==> config.mk <==
export PLATFORM = sky130hd
export DESIGN_NAME = wtg_ctrl
export DESIGN_NICKNAME = d
export VERILOG_FILES = /design/src/rtl/wtg_pkg.sv /design/src/rtl/wtg_ctrl.sv
export SDC_FILE = /design/constraint.sdc
export NUM_CORES = 1
export LEC_CHECK = 0
export BUFFER_PORTS_ARGS = -buffer_cell sky130_fd_sc_hd__clkbuf_2
export CORE_AREA = 10 10 47 49
export DETAILED_ROUTE_END_ITERATION = 10
export DIE_AREA = 0 0 57 59
export PLACE_DENSITY_LB_ADDON = 0.2
export SLEW_MARGIN = 20
export SYNTH_ARGS = -nofsm -noshare
export SYNTH_HDL_FRONTEND = slang
export SYNTH_SLANG_ARGS = --single-unit
==> constraint.sdc <==
create_clock -name clk -period 3.1 [get_ports clk]
set_input_delay 0.62 -clock clk [delete_from_list [all_inputs] [get_ports clk]]
set_output_delay 0.62 -clock clk [all_outputs]
set_load 0.05 [all_outputs]
==> src/rtl/wtg_pkg.sv <==
// shared types, constants and helpers of the waveform trajectory generator
// no dependencies; imported by wtg_ctrl, wtg_dp and waveform_trajectory_generator
package wtg_pkg;

    localparam int DEFAULT_SINE_TABLE_DEPTH = 1024;
    localparam int DEFAULT_FRACTION_BITS    = 16;

    localparam int CFG_INDEX_W = 3;
    localparam int CFG_DATA_W  = 32;

    // configuration register indexes
    localparam logic [CFG_INDEX_W-1:0] REG_FORM     = 3'd0;
    localparam logic [CFG_INDEX_W-1:0] REG_PROTOCOL = 3'd1;
    localparam logic [CFG_INDEX_W-1:0] REG_CHANNEL  = 3'd2;
    localparam logic [CFG_INDEX_W-1:0] REG_DERIV    = 3'd3;
    localparam logic [CFG_INDEX_W-1:0] REG_TICK     = 3'd4;
    localparam logic [CFG_INDEX_W-1:0] REG_SLEW     = 3'd5;
    localparam logic [CFG_INDEX_W-1:0] REG_KP       = 3'd6;
    localparam logic [CFG_INDEX_W-1:0] REG_KD       = 3'd7;

    // waveform forms
    localparam logic [2:0] FORM_USER   = 3'd0;
    localparam logic [2:0] FORM_STEP   = 3'd1;
    localparam logic [2:0] FORM_SINE   = 3'd2;
    localparam logic [2:0] FORM_SQUARE = 3'd3;
    localparam logic [2:0] FORM_TRI    = 3'd4;

    localparam logic PROTO_SERVO = 1'b0;
    localparam logic PROTO_MIT   = 1'b1;

    localparam logic [1:0] CHAN_POSITION = 2'd0;
    localparam logic [1:0] CHAN_VELOCITY = 2'd1;

    localparam logic [31:0] TICK_RESET = 32'd4294967;
    localparam logic [16:0] SLEW_RESET = 17'd435;
    localparam logic [16:0] SLEW_ONE   = 17'd65536;

    localparam longint unsigned HALF_PI_Q30 = 64'd1686629713;
    localparam logic [32:0]     TWO_PI_Q30  = 33'd6746518852;
    localparam longint          Q30_ONE     = 64'sd1073741824;

    // shared multiplier
    localparam int MUL_W  = 34;
    localparam int PROD_W = 2 * MUL_W;

    // datapath step codes
    localparam logic [3:0] OP_NONE   = 4'd0;
    localparam logic [3:0] OP_SLEW_A = 4'd1;
    localparam logic [3:0] OP_SLEW_F = 4'd2;
    localparam logic [3:0] OP_APPLY  = 4'd3;
    localparam logic [3:0] OP_PH_MUL = 4'd4;
    localparam logic [3:0] OP_PH_ADD = 4'd5;
    localparam logic [3:0] OP_IDX    = 4'd6;
    localparam logic [3:0] OP_ROM    = 4'd7;
    localparam logic [3:0] OP_VAL    = 4'd8;
    localparam logic [3:0] OP_M      = 4'd9;
    localparam logic [3:0] OP_K      = 4'd10;
    localparam logic [3:0] OP_HI     = 4'd11;
    localparam logic [3:0] OP_LO     = 4'd12;
    localparam logic [3:0] OP_DER    = 4'd13;

    typedef struct packed {
        logic       capture;
        logic [3:0] op;
        logic       load_out;
    } wtg_cmd_t;

    typedef struct packed {
        logic out_free;
    } wtg_status_t;

    // saturate a sign and magnitude to signed 32 bits
    function automatic logic signed [31:0] sat_s32(input logic neg, input logic [63:0] mag);
        logic signed [31:0] r;
        if (neg)
            r = (mag > 64'd2147483648) ? 32'sh80000000 : 32'(-mag);
        else
            r = (mag > 64'd2147483647) ? 32'sh7fffffff : 32'(mag);
        return r;
    endfunction

endpackage

==> src/rtl/wtg_ctrl.sv <==
// sequencer of the waveform trajectory generator: walks one tick through the datapath
// depends on wtg_pkg
module wtg_ctrl (
    input  logic                clk,
    input  logic                rst_n,
    input  logic                in_valid,
    output logic                in_ready,
    input  wtg_pkg::wtg_status_t status,
    output wtg_pkg::wtg_cmd_t    cmd
);
    import wtg_pkg::*;

    localparam logic [3:0] ST_IDLE   = 4'd0;
    localparam logic [3:0] ST_SLEW_A = 4'd1;
    localparam logic [3:0] ST_SLEW_F = 4'd2;
    localparam logic [3:0] ST_APPLY  = 4'd3;
    localparam logic [3:0] ST_PH_MUL = 4'd4;
    localparam logic [3:0] ST_PH_ADD = 4'd5;
    localparam logic [3:0] ST_IDX    = 4'd6;
    localparam logic [3:0] ST_ROM    = 4'd7;
    localparam logic [3:0] ST_VAL    = 4'd8;
    localparam logic [3:0] ST_M      = 4'd9;
    localparam logic [3:0] ST_K      = 4'd10;
    localparam logic [3:0] ST_HI     = 4'd11;
    localparam logic [3:0] ST_LO     = 4'd12;
    localparam logic [3:0] ST_DER    = 4'd13;
    localparam logic [3:0] ST_DONE   = 4'd14;

    logic [3:0] state_reg;
    logic [3:0] state_next;

    assign in_ready = (state_reg == ST_IDLE);

    always_comb
    begin
        state_next   = state_reg;
        cmd.capture  = 1'b0;
        cmd.load_out = 1'b0;
        cmd.op       = OP_NONE;
        case (state_reg)
            ST_IDLE:
            begin
                if (in_valid)
                begin
                    cmd.capture = 1'b1;
                    state_next  = ST_SLEW_A;
                end
            end
            ST_SLEW_A: begin cmd.op = OP_SLEW_A; state_next = ST_SLEW_F; end
            ST_SLEW_F: begin cmd.op = OP_SLEW_F; state_next = ST_APPLY;  end
            ST_APPLY:  begin cmd.op = OP_APPLY;  state_next = ST_PH_MUL; end
            ST_PH_MUL: begin cmd.op = OP_PH_MUL; state_next = ST_PH_ADD; end
            ST_PH_ADD: begin cmd.op = OP_PH_ADD; state_next = ST_IDX;    end
            ST_IDX:    begin cmd.op = OP_IDX;    state_next = ST_ROM;    end
            ST_ROM:    begin cmd.op = OP_ROM;    state_next = ST_VAL;    end
            ST_VAL:    begin cmd.op = OP_VAL;    state_next = ST_M;      end
            ST_M:      begin cmd.op = OP_M;      state_next = ST_K;      end
            ST_K:      begin cmd.op = OP_K;      state_next = ST_HI;     end
            ST_HI:     begin cmd.op = OP_HI;     state_next = ST_LO;     end
            ST_LO:     begin cmd.op = OP_LO;     state_next = ST_DER;    end
            ST_DER:    begin cmd.op = OP_DER;    state_next = ST_DONE;   end
            ST_DONE:
            begin
                if (status.out_free)
                begin
                    cmd.load_out = 1'b1;
                    state_next   = ST_IDLE;
                end
            end
            default: state_next = ST_IDLE;
        endcase
    end

    always_ff @(posedge clk or negedge rst_n)
    begin
        if (!rst_n)
            state_reg <= ST_IDLE;
        else
            state_reg <= state_next;
    end

endmodule

Yosys cells after proc, flatten, opt, wreduce, memory -nomap -nowiden
Index checks and enable logic that the tools add are counted.

Register bits: 4. Bits in latches: 0. Memory bits (writable): 0. ROM bits: 0. Input bits: 4. Output and inout bits: 7. Logic and storage cells: 27. Memories: 0.

Add/subtract/negate cells: 0. $mul: 0. Divide/modulo/power cells: 0. Order comparisons: 0. Eq/ne operators: 16. Shift-type cells: 0. Muxes and demuxes: 8. Bitwise gates (word level): 0. Reductions and logical operators: 2.

Operator list (count): 4-bit case mux with 15 select lines (1); 4-bit case mux with 13 select lines (1); 4-bit equality test, second input constant (7); 4-bit by 3-bit equality test with 1-bit output, second input constant (4); 4-bit by 2-bit equality test with 1-bit output, second input constant (2); 4-bit 2-to-1 mux (2); 4-bit by 1-bit equality test with 1-bit output, second input constant (1); 4-bit logical NOT (1); 1-bit 2-to-1 mux (4); 2-bit inequality test, second input constant (2); 2-bit AND reduction (1).

Logic depth before layout (Yosys ltp)
Word-level depth: 3. Gate-level depth with buffers: 3. Gate-level depth less buffers: 2.

Least setup slack after synthesis
No wires, ideal clock.

Path kind: flip-flop to output port. Start point: register state_reg[1]. End point: output cmd[5] (netlist bit). Arrival: 2.697 ns. Required time: 2.480 ns. Slack: -0.217 ns. Cell stages (with the launch flop): 4. Buffers on the path: 1. Path through: dfrtp_1 > buf_4 > nor4_1 > and2_1.

RTL lines: from (decl) (RTL line wtg_ctrl.sv:29) `logic [3:0] state_reg;`; from (signal assigned) (RTL line wtg_ctrl.sv:79) `state_reg <= state_next;`; to (decl) (RTL line wtg_ctrl.sv:9) `output wtg_pkg::wtg_cmd_t cmd`.

==> summary.md <==
| Metric | Value |
|---|---|
| Status | `finished clean` |
| CTS Sinks | `4` |
| Drt first pass iters | `3` |
| Gate Count Post-Synth | `29` |
| Clk slew on worst S/H paths | `approximately 30 ps` |
| Net count, final | `45` |
| Fin crit period | `2090 ps` |
| Max FO, Critical Path | `12` |
| Setup TNS | `0 ps` |
| Setup crit start kind | `flop` |
| IO Count | `11` |
| First-pass GRT wire length | `~1.2 mm` |
| RR Endpoint | `state_reg[0]` |
| Max Slew Vio Count | `0` |
| WS Path Type | `reg -> out` |
| Asr flop ratio synth | `1.00` |
| Layout area overhead | `27.3%` |
| Synthesis Warnings | `0` |
| Final Hold Fails | `0` |
| Hold slack | `around 180 ps` |
| Share of cells above drive strength 1 | `0.410` |
| Via count | `~260` |
| Routed len/inst | `13.1 µm` |
| Worst R2R Setup Slack | `about 1800 ps` |
| Worst-path cell chain | `nand3_1 > nor3b_1 > clkbuf_2` |
| Max-capacitance violation count | `0` |
| Synthesized area | `about 280 µm²` |
| Clock root cell | `clkbuf_4` |
| Post-synth top flop | `dfrtp_1` |
| Die Area | `0.00336 mm²` |
| GRT busiest layer | `met2` |
| HP Class | `in -> async` |
| DRT Wirelength | `~720 µm` |
| Synth Net Count | `33` |
| GRT met3 Usage | `0.0279` |
| Register area share after synthesis | `0.364` |
| Nature of the critical path endpoint | `output port` |
| Reg-to-reg startpoint | `state_reg[1]` |
| Placed Area | `about 330 µm²` |
| Relative slew slack | `0.781` |
| Hold Buf Count CTS | `0` |
| H-Tree Depth | `1` |
| EDFF count, synth | `0` |
| Cts bufs inserted | `3` |
| Die X | `between 50 and 60 µm` |
| Initial DRC Count | `4` |
| # port buffers | `10` |
| R2R depth | `2` |
| Setup WS post-layout | `about 1000 ps` |
| Worst Skew | `about 1.8 ps` |
| Crit-path max cell delay | `roughly 520 ps` |
| Slowest stage cell, crit path | `dfrtp_1` |
| DP Worst Slack | `approximately 1200 ps` |
| Chip Height | `just under 60 µm` |
| FMAX | `0.480 GHz` |
| Number of global-route vias before repair | `about 270` |
| Final Cycle Share | `0.673` |
| Met2 Track Usage GR | `0.0760` |
| Row Count | `14` |
| Grt met1 use | `0.0380` |
| Required @ worst endpoint | `about 2500 ps` |
| Ant. Diodes | `0` |
| Starting Density | `0.196` |
| CTS tree | `yes` |
| Core Box Area | `approximately 0.0014 mm²` |
| Grt total ovfl | `0` |
| Postcts setup bufs | `0` |
| RSZ-0062 raised after global routing | `no` |
| Initial antenna violation count | `0` |
| CP arrival | `roughly 1500 ps` |
| Post-synth cell types | `22` |
| DRC Markers | `0` |
| Yosys reg bits | `4` |
| GR Util All Layers | `0.0497` |
| Max reg flops | `4` |
| Cell area after layout | `350 µm²` |
| GP Congestion | `0.684` |
| Post-CTS sizing | `0` |
| Setup violators final | `0` |
| Syn Area/Cell | `roughly 9.5 µm²` |
| Slew @ Worst Pin | `328 ps` |
| Routed Antenna Nets | `0` |
| Clk_lat worst skew | `230 ps` |
| DP Wirelength | `570 µm` |
| Largest net degree at the start of global routing | `13` |
| Vias/cell | `~4.8` |
| Clock Tree Buf Depth | `2` |
==> layout make-up <==
class | instances | area (µm²)
tap | 16 | 20.0
timing repair buffer | 10 | 50.0
inverter | 1 | 3.75
sequential | 4 | 100
clock buffer | 3 | 22.5
fill | 160 | 1050
multi-input combinational | 21 | 154
==> layout by cell type, fill, tap and decap left out, drive strengths merged <==
master,Yosys,routed
and3,2,2
inv,1,1
clkbuf,0,13
and2b,1,1
nor3b,1,1
nand3,1,1
a311o,1,1
or4,1,1
dfrtp,4,4
nor4,1,1
a21boi,3,3
o21ai,1,1
and2,2,2
nor2b,1,1
a32o,1,1
nand2,1,1
nand2b,2,2
o211ai,1,1
and3b,1,1
==> worst max-delay path: cells and delay by family (launching register included) <==
kind,cells,cell delay (ps)
DFF,1,520
buffers and inverters,1,310
and+or+nand+nor,2,400
==> kinds of logic after synthesis <==
kind of cell,synth area share
buffers and inverters,0.100
AOI/OAI and AO/OA,0.200
DFF,0.364
and+or+nand+nor,0.336
==> how the worst max path moves through the flow <==
stage | startpoint | slack, ps | cells after the start | to
after global routing | state_reg[2] | 880 | 3 | cmd[0]
final | state_reg[1] | 1010 | 3 | cmd[0]
after global placement | status | 1270 | 3 | cmd[0]
after CTS | state_reg[1] | 960 | 3 | cmd[0]
after floorplan | state_reg[1] | 420 | 3 | cmd[5]
after detailed placement | state_reg[1] | 1220 | 3 | cmd[0]
==> cell usage after synthesis, types with 2 or more instances <==
master    n  area (µm²)
dfrtp_1   4         100
a21boi_0  3        22.5
and2_1    2        12.5
nand2b_1  2        12.5
==> stage by stage <==
stage               utilization  std cells
floorplan                     -         29
global placement          0.234         52
detailed placement        0.234         52
CTS                       0.250         55
global route              0.250         55
finish                    0.250         55
==> per-layer routing <==
| metal | up-vias | wire (µm) |
|---|---|---|
| met4 | 0 | 38 |
| met5 | - | 0 |
| li1 | 127 | - |
| met3 | 4 | 52 |
| met2 | 9 | 363 |
| met1 | 124 | 264 |
Power is not shown: default switching activity piles up to over one toggle a cycle in this logic, so the estimate is an artifact.
